==> config.mk <==
export PLATFORM = sky130hd
export DESIGN_NAME = binary_field_subspace_point_eval_core
export DESIGN_NICKNAME = d
export VERILOG_FILES = /design/src/sv/bfspe_pkg.sv /design/src/sv/bfspe_basis_mem.sv /design/src/sv/bfspe_alu.sv /design/src/sv/binary_field_subspace_point_eval_core.sv
export SDC_FILE = /design/constraint.sdc
export NUM_CORES = 2
export LEC_CHECK = 0
export BUFFER_PORTS_ARGS = -buffer_cell sky130_fd_sc_hd__buf_2
export CORE_ASPECT_RATIO = 0.7
export CORE_MARGIN = 2
export CORE_UTILIZATION = 40
export CTS_BUF_LIST = sky130_fd_sc_hd__clkbuf_4
export DETAILED_ROUTE_END_ITERATION = 16
export HOLD_SLACK_MARGIN = 0.06
export PLACE_DENSITY = 0.64
export SETUP_SLACK_MARGIN = 0.4
export SYNTH_ARGS = -nofsm -noshare
export SYNTH_HDL_FRONTEND = slang
export SYNTH_SLANG_ARGS = --single-unit
==> constraint.sdc <==
create_clock -name clk -period 25.4 [get_ports clk]
set_clock_uncertainty 0.2 [all_clocks]
set_input_delay 3.81 -clock clk [delete_from_list [all_inputs] [get_ports clk]]
set_output_delay 3.81 -clock clk [all_outputs]
set_load 0.02 [all_outputs]
==> src/sv/bfspe_pkg.sv <==
// Shared constants, types and command codes of the subspace point evaluator.
`timescale 1ns / 1ps
`default_nettype none
package bfspe_pkg;

  localparam int WORD_W             = 64;
  localparam int TABLE_DEPTH        = 64;
  localparam int ADDR_W             = 6;
  localparam int FB_W               = 7;
  localparam int CFG_IDX_W          = 1;
  localparam int MAX_FIELD_BITS_DEF = 64;

  localparam logic [CFG_IDX_W-1:0] CFG_FIELD_BITS     = 1'd0;
  localparam logic [CFG_IDX_W-1:0] CFG_REDUCTION_POLY = 1'd1;

  localparam logic [FB_W-1:0]   FIELD_BITS_RST = 7'd64;
  localparam logic [WORD_W-1:0] POLY_RST       = 64'd27;

  localparam logic OP_LOAD = 1'b0;
  localparam logic OP_EVAL = 1'b1;

  typedef enum logic [2:0] {
    CMD_HOLD    = 3'd0,
    CMD_CLEAR   = 3'd1,
    CMD_COMBINE = 3'd2,
    CMD_SETUP   = 3'd3,
    CMD_ROUND   = 3'd4
  } alu_cmd_t;

  typedef struct packed {
    alu_cmd_t cmd;
    logic     sel;
  } alu_ctrl_t;

  typedef struct packed {
    logic point_one;
  } alu_stat_t;

endpackage
`default_nettype wire

==> src/sv/bfspe_basis_mem.sv <==
// Basis element table: one write port, one registered read port.
`timescale 1ns / 1ps
`default_nettype none
module bfspe_basis_mem
  import bfspe_pkg::*;
(
  input  wire logic              clk,
  input  wire logic              we,
  input  wire logic [ADDR_W-1:0] waddr,
  input  wire logic [WORD_W-1:0] wdata,
  input  wire logic [ADDR_W-1:0] raddr,
  output logic      [WORD_W-1:0] rdata
);

  logic [WORD_W-1:0] mem [TABLE_DEPTH];

  always_ff @(posedge clk) begin
    if (we) begin
      mem[waddr] <= wdata;
    end
  end

  always_ff @(posedge clk) begin
    rdata <= mem[raddr];
  end

endmodule
`default_nettype wire

==> src/sv/bfspe_alu.sv <==
// Shared XOR accumulate and shift-reduce unit for basis combination and multiply.
`timescale 1ns / 1ps
`default_nettype none
module bfspe_alu
  import bfspe_pkg::*;
(
  input  wire logic              clk,
  input  wire alu_ctrl_t         ctrl,
  input  wire logic [WORD_W-1:0] rdata,
  input  wire logic [WORD_W-1:0] c0,
  input  wire logic [WORD_W-1:0] c1,
  input  wire logic [WORD_W-1:0] mask,
  input  wire logic [WORD_W-1:0] poly,
  input  wire logic [ADDR_W-1:0] msb,
  output logic      [WORD_W-1:0] acc,
  output alu_stat_t              stat
);

  logic [WORD_W-1:0] a;
  logic [WORD_W-1:0] b;
  logic [WORD_W-1:0] c0_m;
  logic [WORD_W-1:0] c1_m;
  logic [WORD_W-1:0] point;
  logic [WORD_W-1:0] operand;
  logic [WORD_W-1:0] a_shift;

  assign c0_m      = c0 & mask;
  assign c1_m      = c1 & mask;
  assign point     = acc & mask;
  assign a_shift   = ((a << 1) & mask) ^ (a[msb] ? (poly & mask) : '0);
  assign operand   = (ctrl.cmd == CMD_ROUND) ? (b[0] ? a : '0)
                                              : (ctrl.sel ? rdata : '0);
  assign stat.point_one = (point == WORD_W'(1));

  always_ff @(posedge clk) begin
    unique case (ctrl.cmd)
      CMD_HOLD: begin
      end
      CMD_CLEAR: begin
        acc <= '0;
      end
      CMD_COMBINE: begin
        acc <= acc ^ operand;
      end
      CMD_SETUP: begin
        b   <= point;
        a   <= c1_m;
        acc <= stat.point_one ? (c0_m ^ c1_m) : c0_m;
      end
      CMD_ROUND: begin
        acc <= acc ^ operand;
        a   <= a_shift;
        b   <= b >> 1;
      end
      default: begin
      end
    endcase
  end

endmodule
`default_nettype wire

==> src/sv/binary_field_subspace_point_eval_core.sv <==
// Top level: sequencer, configuration registers and output register.
// Load word: written to the table on acceptance, input stays ready, no result.
// Evaluate word: COMBINE, LAST, PREP, MULT (skipped when the point is one), then
// FINISH registers the result once the output is free; the next word waits for that.
// The shared XOR/shift unit first combines the basis words, then multiplies.
// Synchronous reset sets field degree 64 and polynomial 27; table is not cleared.
`timescale 1ns / 1ps
`default_nettype none
module binary_field_subspace_point_eval_core
  import bfspe_pkg::*;
#(
  parameter int MAX_FIELD_BITS = MAX_FIELD_BITS_DEF
) (
  input  wire logic                 clk,
  input  wire logic                 rst,
  input  wire logic                 in_valid,
  output logic                      in_ready,
  input  wire logic                 operation,
  input  wire logic [ADDR_W-1:0]    basis_slot,
  input  wire logic [WORD_W-1:0]    basis_word,
  input  wire logic [WORD_W-1:0]    point_index,
  input  wire logic [WORD_W-1:0]    constant_coeff,
  input  wire logic [WORD_W-1:0]    linear_coeff,
  output logic                      out_valid,
  input  wire logic                 out_ready,
  output logic      [WORD_W-1:0]    value,
  input  wire logic                 cfg_valid,
  output logic                      cfg_ready,
  input  wire logic [CFG_IDX_W-1:0] cfg_index,
  input  wire logic [WORD_W-1:0]    cfg_data
);

  localparam logic [ADDR_W-1:0] TOP_BIT = ADDR_W'(WORD_W - 1);
  localparam logic [FB_W-1:0]   MAX_FB  = FB_W'(MAX_FIELD_BITS);

  typedef enum logic [5:0] {
    ST_IDLE    = 6'b000001,
    ST_COMBINE = 6'b000010,
    ST_LAST    = 6'b000100,
    ST_PREP    = 6'b001000,
    ST_MULT    = 6'b010000,
    ST_FINISH  = 6'b100000
  } state_t;

  state_t            state;
  logic [FB_W-1:0]   field_bits;
  logic [WORD_W-1:0] reduction_poly;
  logic [ADDR_W-1:0] cnt;
  logic [ADDR_W-1:0] msb;
  logic [WORD_W-1:0] mask;
  logic [WORD_W-1:0] index;
  logic [WORD_W-1:0] c0;
  logic [WORD_W-1:0] c1;
  logic              rd_bit;

  logic [FB_W-1:0]   m_eff;
  logic [ADDR_W-1:0] msb_next;
  logic              accept;
  logic              accept_load;
  logic              accept_eval;
  logic              out_free;
  logic [WORD_W-1:0] rdata;
  logic [WORD_W-1:0] acc;
  alu_ctrl_t         ctrl;
  alu_stat_t         stat;

  assign cfg_ready   = 1'b1;
  assign in_ready    = (state == ST_IDLE);
  assign accept      = in_valid && in_ready;
  assign accept_load = accept && (operation == OP_LOAD);
  assign accept_eval = accept && (operation == OP_EVAL);
  assign out_free    = !out_valid || out_ready;

  always_comb begin
    priority if (field_bits == '0) begin
      m_eff = FB_W'(1);
    end else if (field_bits > MAX_FB) begin
      m_eff = MAX_FB;
    end else begin
      m_eff = field_bits;
    end
  end
  assign msb_next = ADDR_W'(m_eff - FB_W'(1));

  always_ff @(posedge clk) begin
    if (rst) begin
      field_bits     <= FIELD_BITS_RST;
      reduction_poly <= POLY_RST;
    end else if (cfg_valid && cfg_ready) begin
      unique case (cfg_index)
        CFG_FIELD_BITS:     field_bits     <= cfg_data[FB_W-1:0];
        CFG_REDUCTION_POLY: reduction_poly <= cfg_data;
        default: begin
        end
      endcase
    end
  end

  always_comb begin
    ctrl.cmd = CMD_HOLD;
    ctrl.sel = rd_bit;
    unique case (state)
      ST_IDLE:    ctrl.cmd = accept_eval ? CMD_CLEAR : CMD_HOLD;
      ST_COMBINE: ctrl.cmd = (cnt != '0) ? CMD_COMBINE : CMD_HOLD;
      ST_LAST:    ctrl.cmd = CMD_COMBINE;
      ST_PREP:    ctrl.cmd = CMD_SETUP;
      ST_MULT:    ctrl.cmd = CMD_ROUND;
      ST_FINISH:  ctrl.cmd = CMD_HOLD;
      default:    ctrl.cmd = CMD_HOLD;
    endcase
  end

  always_ff @(posedge clk) begin
    if (rst) begin
      state     <= ST_IDLE;
      cnt       <= '0;
      out_valid <= 1'b0;
    end else begin
      if (out_ready && state != ST_FINISH) begin
        out_valid <= 1'b0;
      end
      unique case (state)
        ST_IDLE: begin
          if (accept_eval) begin
            cnt   <= '0;
            state <= ST_COMBINE;
          end
        end
        ST_COMBINE: begin
          if (cnt == msb) begin
            state <= ST_LAST;
          end else begin
            cnt <= cnt + ADDR_W'(1);
          end
        end
        ST_LAST: begin
          state <= ST_PREP;
        end
        ST_PREP: begin
          cnt   <= '0;
          state <= stat.point_one ? ST_FINISH : ST_MULT;
        end
        ST_MULT: begin
          if (cnt == msb) begin
            state <= ST_FINISH;
          end else begin
            cnt <= cnt + ADDR_W'(1);
          end
        end
        ST_FINISH: begin
          if (out_free) begin
            out_valid <= 1'b1;
            state     <= ST_IDLE;
          end
        end
        default: begin
          state <= ST_IDLE;
        end
      endcase
    end
  end

  always_ff @(posedge clk) begin
    if (accept_eval) begin
      msb   <= msb_next;
      mask  <= {WORD_W{1'b1}} >> (TOP_BIT - msb_next);
      index <= point_index;
      c0    <= constant_coeff;
      c1    <= linear_coeff;
    end
    if (state == ST_COMBINE) begin
      rd_bit <= index[cnt];
    end
    if (state == ST_FINISH && out_free) begin
      value <= acc;
    end
  end

  bfspe_basis_mem u_mem (
    .clk   (clk),
    .we    (accept_load),
    .waddr (basis_slot),
    .wdata (basis_word),
    .raddr (cnt),
    .rdata (rdata)
  );

  bfspe_alu u_alu (
    .clk   (clk),
    .ctrl  (ctrl),
    .rdata (rdata),
    .c0    (c0),
    .c1    (c1),
    .mask  (mask),
    .poly  (reduction_poly),
    .msb   (msb),
    .acc   (acc),
    .stat  (stat)
  );

endmodule
`default_nettype wire

Yosys cells after proc, flatten, opt, wreduce, memory -nomap -nowiden
Memories as Yosys holds them, arrays and structs flattened. A register that Yosys moved wholly into a read port is not among the register bits. Cells that the tools add are included.

Reduce and logical (&&, ||, !) cells: 18. Mux-type cells: 31. $lt $le $gt $ge: 3. Equality and inequality tests: 18. Bitwise operators: 10. $add $sub $neg: 3. Shift-type cells: 1.

Operator list (count): $and A64 B64 Y64 (5); $mux W64 (5); $pmux W64 S2 (2); $pmux W64 S3 (1); $xor A64 B64 Y64 (3); $eq A64 B1 Y1 const B (1); $shr A64 B6 Y64 const A (1); $mux W6 (9); $pmux W6 S6 (1); $pmux W6 S3 (1); $pmux W3 S5 (1); $lt A6 B7 Y1 const B (2); $bmux W1 S6 (2); $mux W1 (8); $ne A2 B2 Y1 const B (4); $gt A7 B7 Y1 const B (1); $logic_not A7 Y1 (1); $add A6 B1 Y6 const B (1); $eq A3 B2 Y1 const B (2); $eq A6 B1 Y1 const B (1); $eq A6 B2 Y1 const B (1); $eq A6 B3 Y1 const B (1); $eq A6 B4 Y1 const B (1); $eq A6 B5 Y1 const B (1); 20 further kinds (28).

Memories: 1. Output and inout port bits: 67. Logic and storage cells: 100. Bits in writable memories: 4096. Register bits after elaboration: 603. Bits of input ports: 333.

Memory list: u_mem.mem (words 64, width 64, rd ports 1, clocked after memory_dff 1, wr ports 1, line bfspe_basis_mem.sv:15) `logic [WORD_W-1:0] mem [TABLE_DEPTH];`.

Logic depth before layout (Yosys ltp)
Word-level depth: 9. Depth in mapped cells: 14. Mapped depth without buffers: 14.

Hierarchy
A second synthesis with hierarchy kept.

Cells, all modules: 8784. Area, all modules: 183623.6 µm².

By module, submodules not included: bfspe_basis_mem (cells each 6598, instances 1, seq. area each 124279.2 µm², area an instance 156348.7 µm²); binary_field_subspace_point_eval_core (cells each 920, instances 1, seq. area each 11441.0 µm², area an instance 14228.6 µm²); bfspe_alu (cells each 1266, instances 1, seq. area each 5765.5 µm², area an instance 13046.3 µm²).

Worst setup path after synthesis
OpenSTA, ideal clock, no wires.

Path type: input-to-reg. Start point: input operation. End point: register u_alu.acc[0], enable pin. Cell stages on the path: 2. Data required time: 24.776 ns. Setup slack: 13.107 ns. Data arrival time: 11.669 ns. Library setup time: 0.424 ns. Path buffers: 0. Path through: and3_1 > or3_1.

Cells in the longest elaborated chain, start to end: 6. Elaborated cells between the ends (all ways): 9. Classes of those cells: eq/ne: 4; mux: 2; reduce/logical: 3.

Ends and longest elaborated chain: from (decl) (line binary_field_subspace_point_eval_core.sv:18) `input wire logic operation,`; $logic_and A1 B1 Y1 * (line binary_field_subspace_point_eval_core.sv:71) `assign accept_eval = accept && (operation == OP_EVAL);`; $mux W1 * (line binary_field_subspace_point_eval_core.sv:103) `ST_IDLE: ctrl.cmd = accept_eval ? CMD_CLEAR : CMD_HOLD;`; $pmux W3 S5 * (line binary_field_subspace_point_eval_core.sv:102) `unique case (state)`; $eq A3 B2 Y1 or $eq A3 B3 Y1 (tied branches) (line bfspe_alu.sv:36) `unique case (ctrl.cmd)`; $reduce_or A2 Y1 (no line); $reduce_bool A3 Y1 (no line) *; to (signal assigned) (line bfspe_alu.sv:43) `acc <= acc ^ operand;`; to (signal assigned) (line bfspe_alu.sv:48) `acc <= stat.point_one ? (c0_m ^ c1_m) : c0_m;`; to (signal assigned) (line bfspe_alu.sv:51) `acc <= acc ^ operand;`; to (decl) (line bfspe_alu.sv:15) `output logic [WORD_W-1:0] acc,`.

Every way passes the cells marked *; elsewhere a longest branch is shown, timed or not. A chain may end at the register's enable or synchronous reset.

Final worst setup path
Start point: register state[1]. End point: output in_ready.

Cells in the longest elaborated chain, start to end: 1.

Ends and longest elaborated chain: from (decl) (line binary_field_subspace_point_eval_core.sv:45) `state_t state;`; from (signal assigned) (line binary_field_subspace_point_eval_core.sv:141) `state <= stat.point_one ? ST_FINISH : ST_MULT;`; $eq A6 B1 Y1 (line binary_field_subspace_point_eval_core.sv:68) `assign in_ready = (state == ST_IDLE);`; to (decl) (line binary_field_subspace_point_eval_core.sv:17) `output logic in_ready,`.

Every way passes these cells.

==> results.json <==
{
  "status": "complete, no violations",
  "syn_inst": 7891,
  "powerDensity_nw_per_um2": 80.94,
  "start_kind": "flip-flop",
  "cp_data_arrival_time_ns": 3.14,
  "grt_overflow": 0,
  "grt_max_degree": 255,
  "clk_latency_ns": 1.62,
  "drv_cap": 0,
  "final_hold_viol_count": 0,
  "grt_usage_pct": 21.01,
  "root_buffer": "clkbuf_4",
  "maxSlewViolCount": 0,
  "ys_ff_latch": 4761,
  "synth_cell_type_count": 51,
  "core-area_sq_um": 453500,
  "grt_pass1_wl_um": 694900,
  "setup_viol": 0,
  "yosysWarnings": 0,
  "fp.dieW_um": 810.1,
  "io_buffer_count": 398,
  "hold_path_class": "flip-flop to flip-flop",
  "clock_path_buffers": 4,
  "synth_commonest_cells": "edfxtp_1 (4613), mux4_2 (1381), nand2_1 (363)",
  "synth_ff_type": "edfxtp_1",
  "tightest_slew_ns": 1.385,
  "synth_edf_count": 4613,
  "avgSynthCellArea_sq_um": 23.05,
  "hpwl_um": 290000,
  "worstSetupPathType": "flip-flop to output pin",
  "synth.largest_area_cell": "edfxtp_1",
  "required_ns": 21.39,
  "clock_sinks": 4761,
  "grt_pass1_vias": 92590,
  "cts.hold.buffers_added": 0,
  "place_congestion": 0.9948,
  "start_util_pct": 40.12,
  "crit_path_end_kind": "output pin",
  "dr.pass1.iters": 6,
  "drcViolationCount": 0,
  "total_power_uw": 16690,
  "cts_buffers": 1082,
  "synth_area_sq_um": 181900,
  "fin_setup_tns_ns": 0,
  "cts_setup_buffers": 0,
  "syn_nets": 8229,
  "wl_per_cell_um": 30.90,
  "slew_headroom_pct": 6.985,
  "leakage_uw": 0.06322,
  "grt_setup_unrepaired": "false",
  "die_h_um": 568.2,
  "synth_most_common_cell": "edfxtp_1",
  "fin_util_pct": 45.46,
  "seq_area_frac_synth_pct": 77.77,
  "yosysTopAreaCellShare_pct": 76.14,
  "drt_iter0_markers": 13960,
  "num_rows": 207,
  "antenna_left": 0,
  "ys_top_cells_by_area": "edfxtp_1 (76%), mux4_2 (17%), dfxtp_1 (1.6%), nand2_1 (0.75%), xnor2_1 (0.64%)",
  "finalWirelength_um": 496100,
  "synthArstFlopShare_pct": 0,
  "vias": 93340,
  "fmax_mhz": 139.8,
  "min_period_over_period_pct": 28.15,
  "antenna_found_initial": 74,
  "ir_drop_mv": 0.05577,
  "final_nets": 9502,
  "cp_max_fo": 10,
  "cts_tree": "built",
  "area_growth_pct": 13.32,
  "drt-vias-per-instance": 5.814,
  "clkTransAtPathRegs_ns": 0.08,
  "post_cts_resized": 0,
  "io_pins": 400,
  "drive_above_1_share_pct": 38.32,
  "cts-htree-levels": 7,
  "dieArea_sq_um": 460300,
  "fin_crit_ns": 7.151
}
-- metal layers --
layer	GRT usage (%)	vias to the layer above	part of all wire [%]
met5	0.3843	-	0.13
met3	5.304	727	11
met1	31.04	49840	41
met2	31.15	5853	46
met4	5.868	28	2.3
li1	-	36890	-
-- registers in the layout, indices dropped and copies added, names as in the netlist, 5 cells and up --
register / cells
u_mem.mem: 4096
c0: 64
c1: 64
index: 64
reduction_poly: 64
u_alu.a: 64
u_alu.acc: 64
u_alu.b: 64
u_mem.rdata: 64
value: 64
mask: 63
field_bits: 7
cnt: 6
state: 6
msb: 5
-- final timing paths --
path | end | cells after the start | slack (ns) | start
setup / recovery | in_ready | 3 | 18.25 | state[1]
hold / removal | reduction_poly[32] | 2 | 0.25 | reduction_poly[32]
setup reg to reg | u_mem.rdata[59] | 7 | 19.23 | cnt[0]
hold reg to reg | reduction_poly[32] | 2 | 0.25 | reduction_poly[32]
-- logic make-up after synthesis --
group | Yosys count | synth area share (%)
AND/OR/NAND/NOR | 703 | 1.804
buffers and inverters | 456 | 1.002
adder cells (fa/ha/maj) | 5 | 0.03439
other | 1 | 0.002061
XOR/XNOR | 142 | 0.6836
multiplexers | 1390 | 17.15
flip-flops | 4761 | 77.77
AO/OA/AOI/OAI | 433 | 1.558
-- report_power, final --
part           leakage (uW)  internal (uW)  total, uW  switching (uW)
clock               0.00832           3210       6210            3010
sequential           0.0427           8690       8780            95.4
combinational        0.0122            779       1690             912
total                0.0632          12700      16700            4010
-- worst max-delay path, stage by stage (launching register included) --
cell and delay (ns):
dfxtp_1 0.40, nor4_1 0.39, and3b_1 0.46, buf_2 0.26
-- cells in the final DEF, fill, tap and decap left out, drive strengths merged, types with 74 or more instances in the layout --
cell,instances
clkinv,165
edfxtp,4613
buf,626
clkbuf,1621
a21oi,85
mux4,1381
nand2,363
dfxtp,148
o21ai,148
nor3,74
xnor2,133
nor2,118
-- cell type report --
cell class | count | area (sq um)
Multi-Input combinational cell | 2674 | 39150
Clock inverter | 238 | 1757
Antenna cell | 55 | 137.6
Timing Repair Buffer | 626 | 3784
Clock buffer | 1621 | 12170
Sequential cell | 4761 | 141500
Inverter | 19 | 71.32
Tap cell | 6061 | 7584
Fill cell | 37670 | 247300
-- through the flow --
stage	setup WS (ns)	cell area [sq um]	cells	hold slack [ns]
4_1_cts	18.14	206000	16000	0.2518
2_1_floorplan	13.11	181900	7891	0.2318
6_report	18.25	206200	16060	0.2545
3_5_place_dp	16.91	192100	14140	0.2432
3_3_place_gp	16.92	192100	14140	0.2459
5_1_grt	18.15	206100	16020	0.2731
Note: power is estimated with default switching activity, not from simulation.
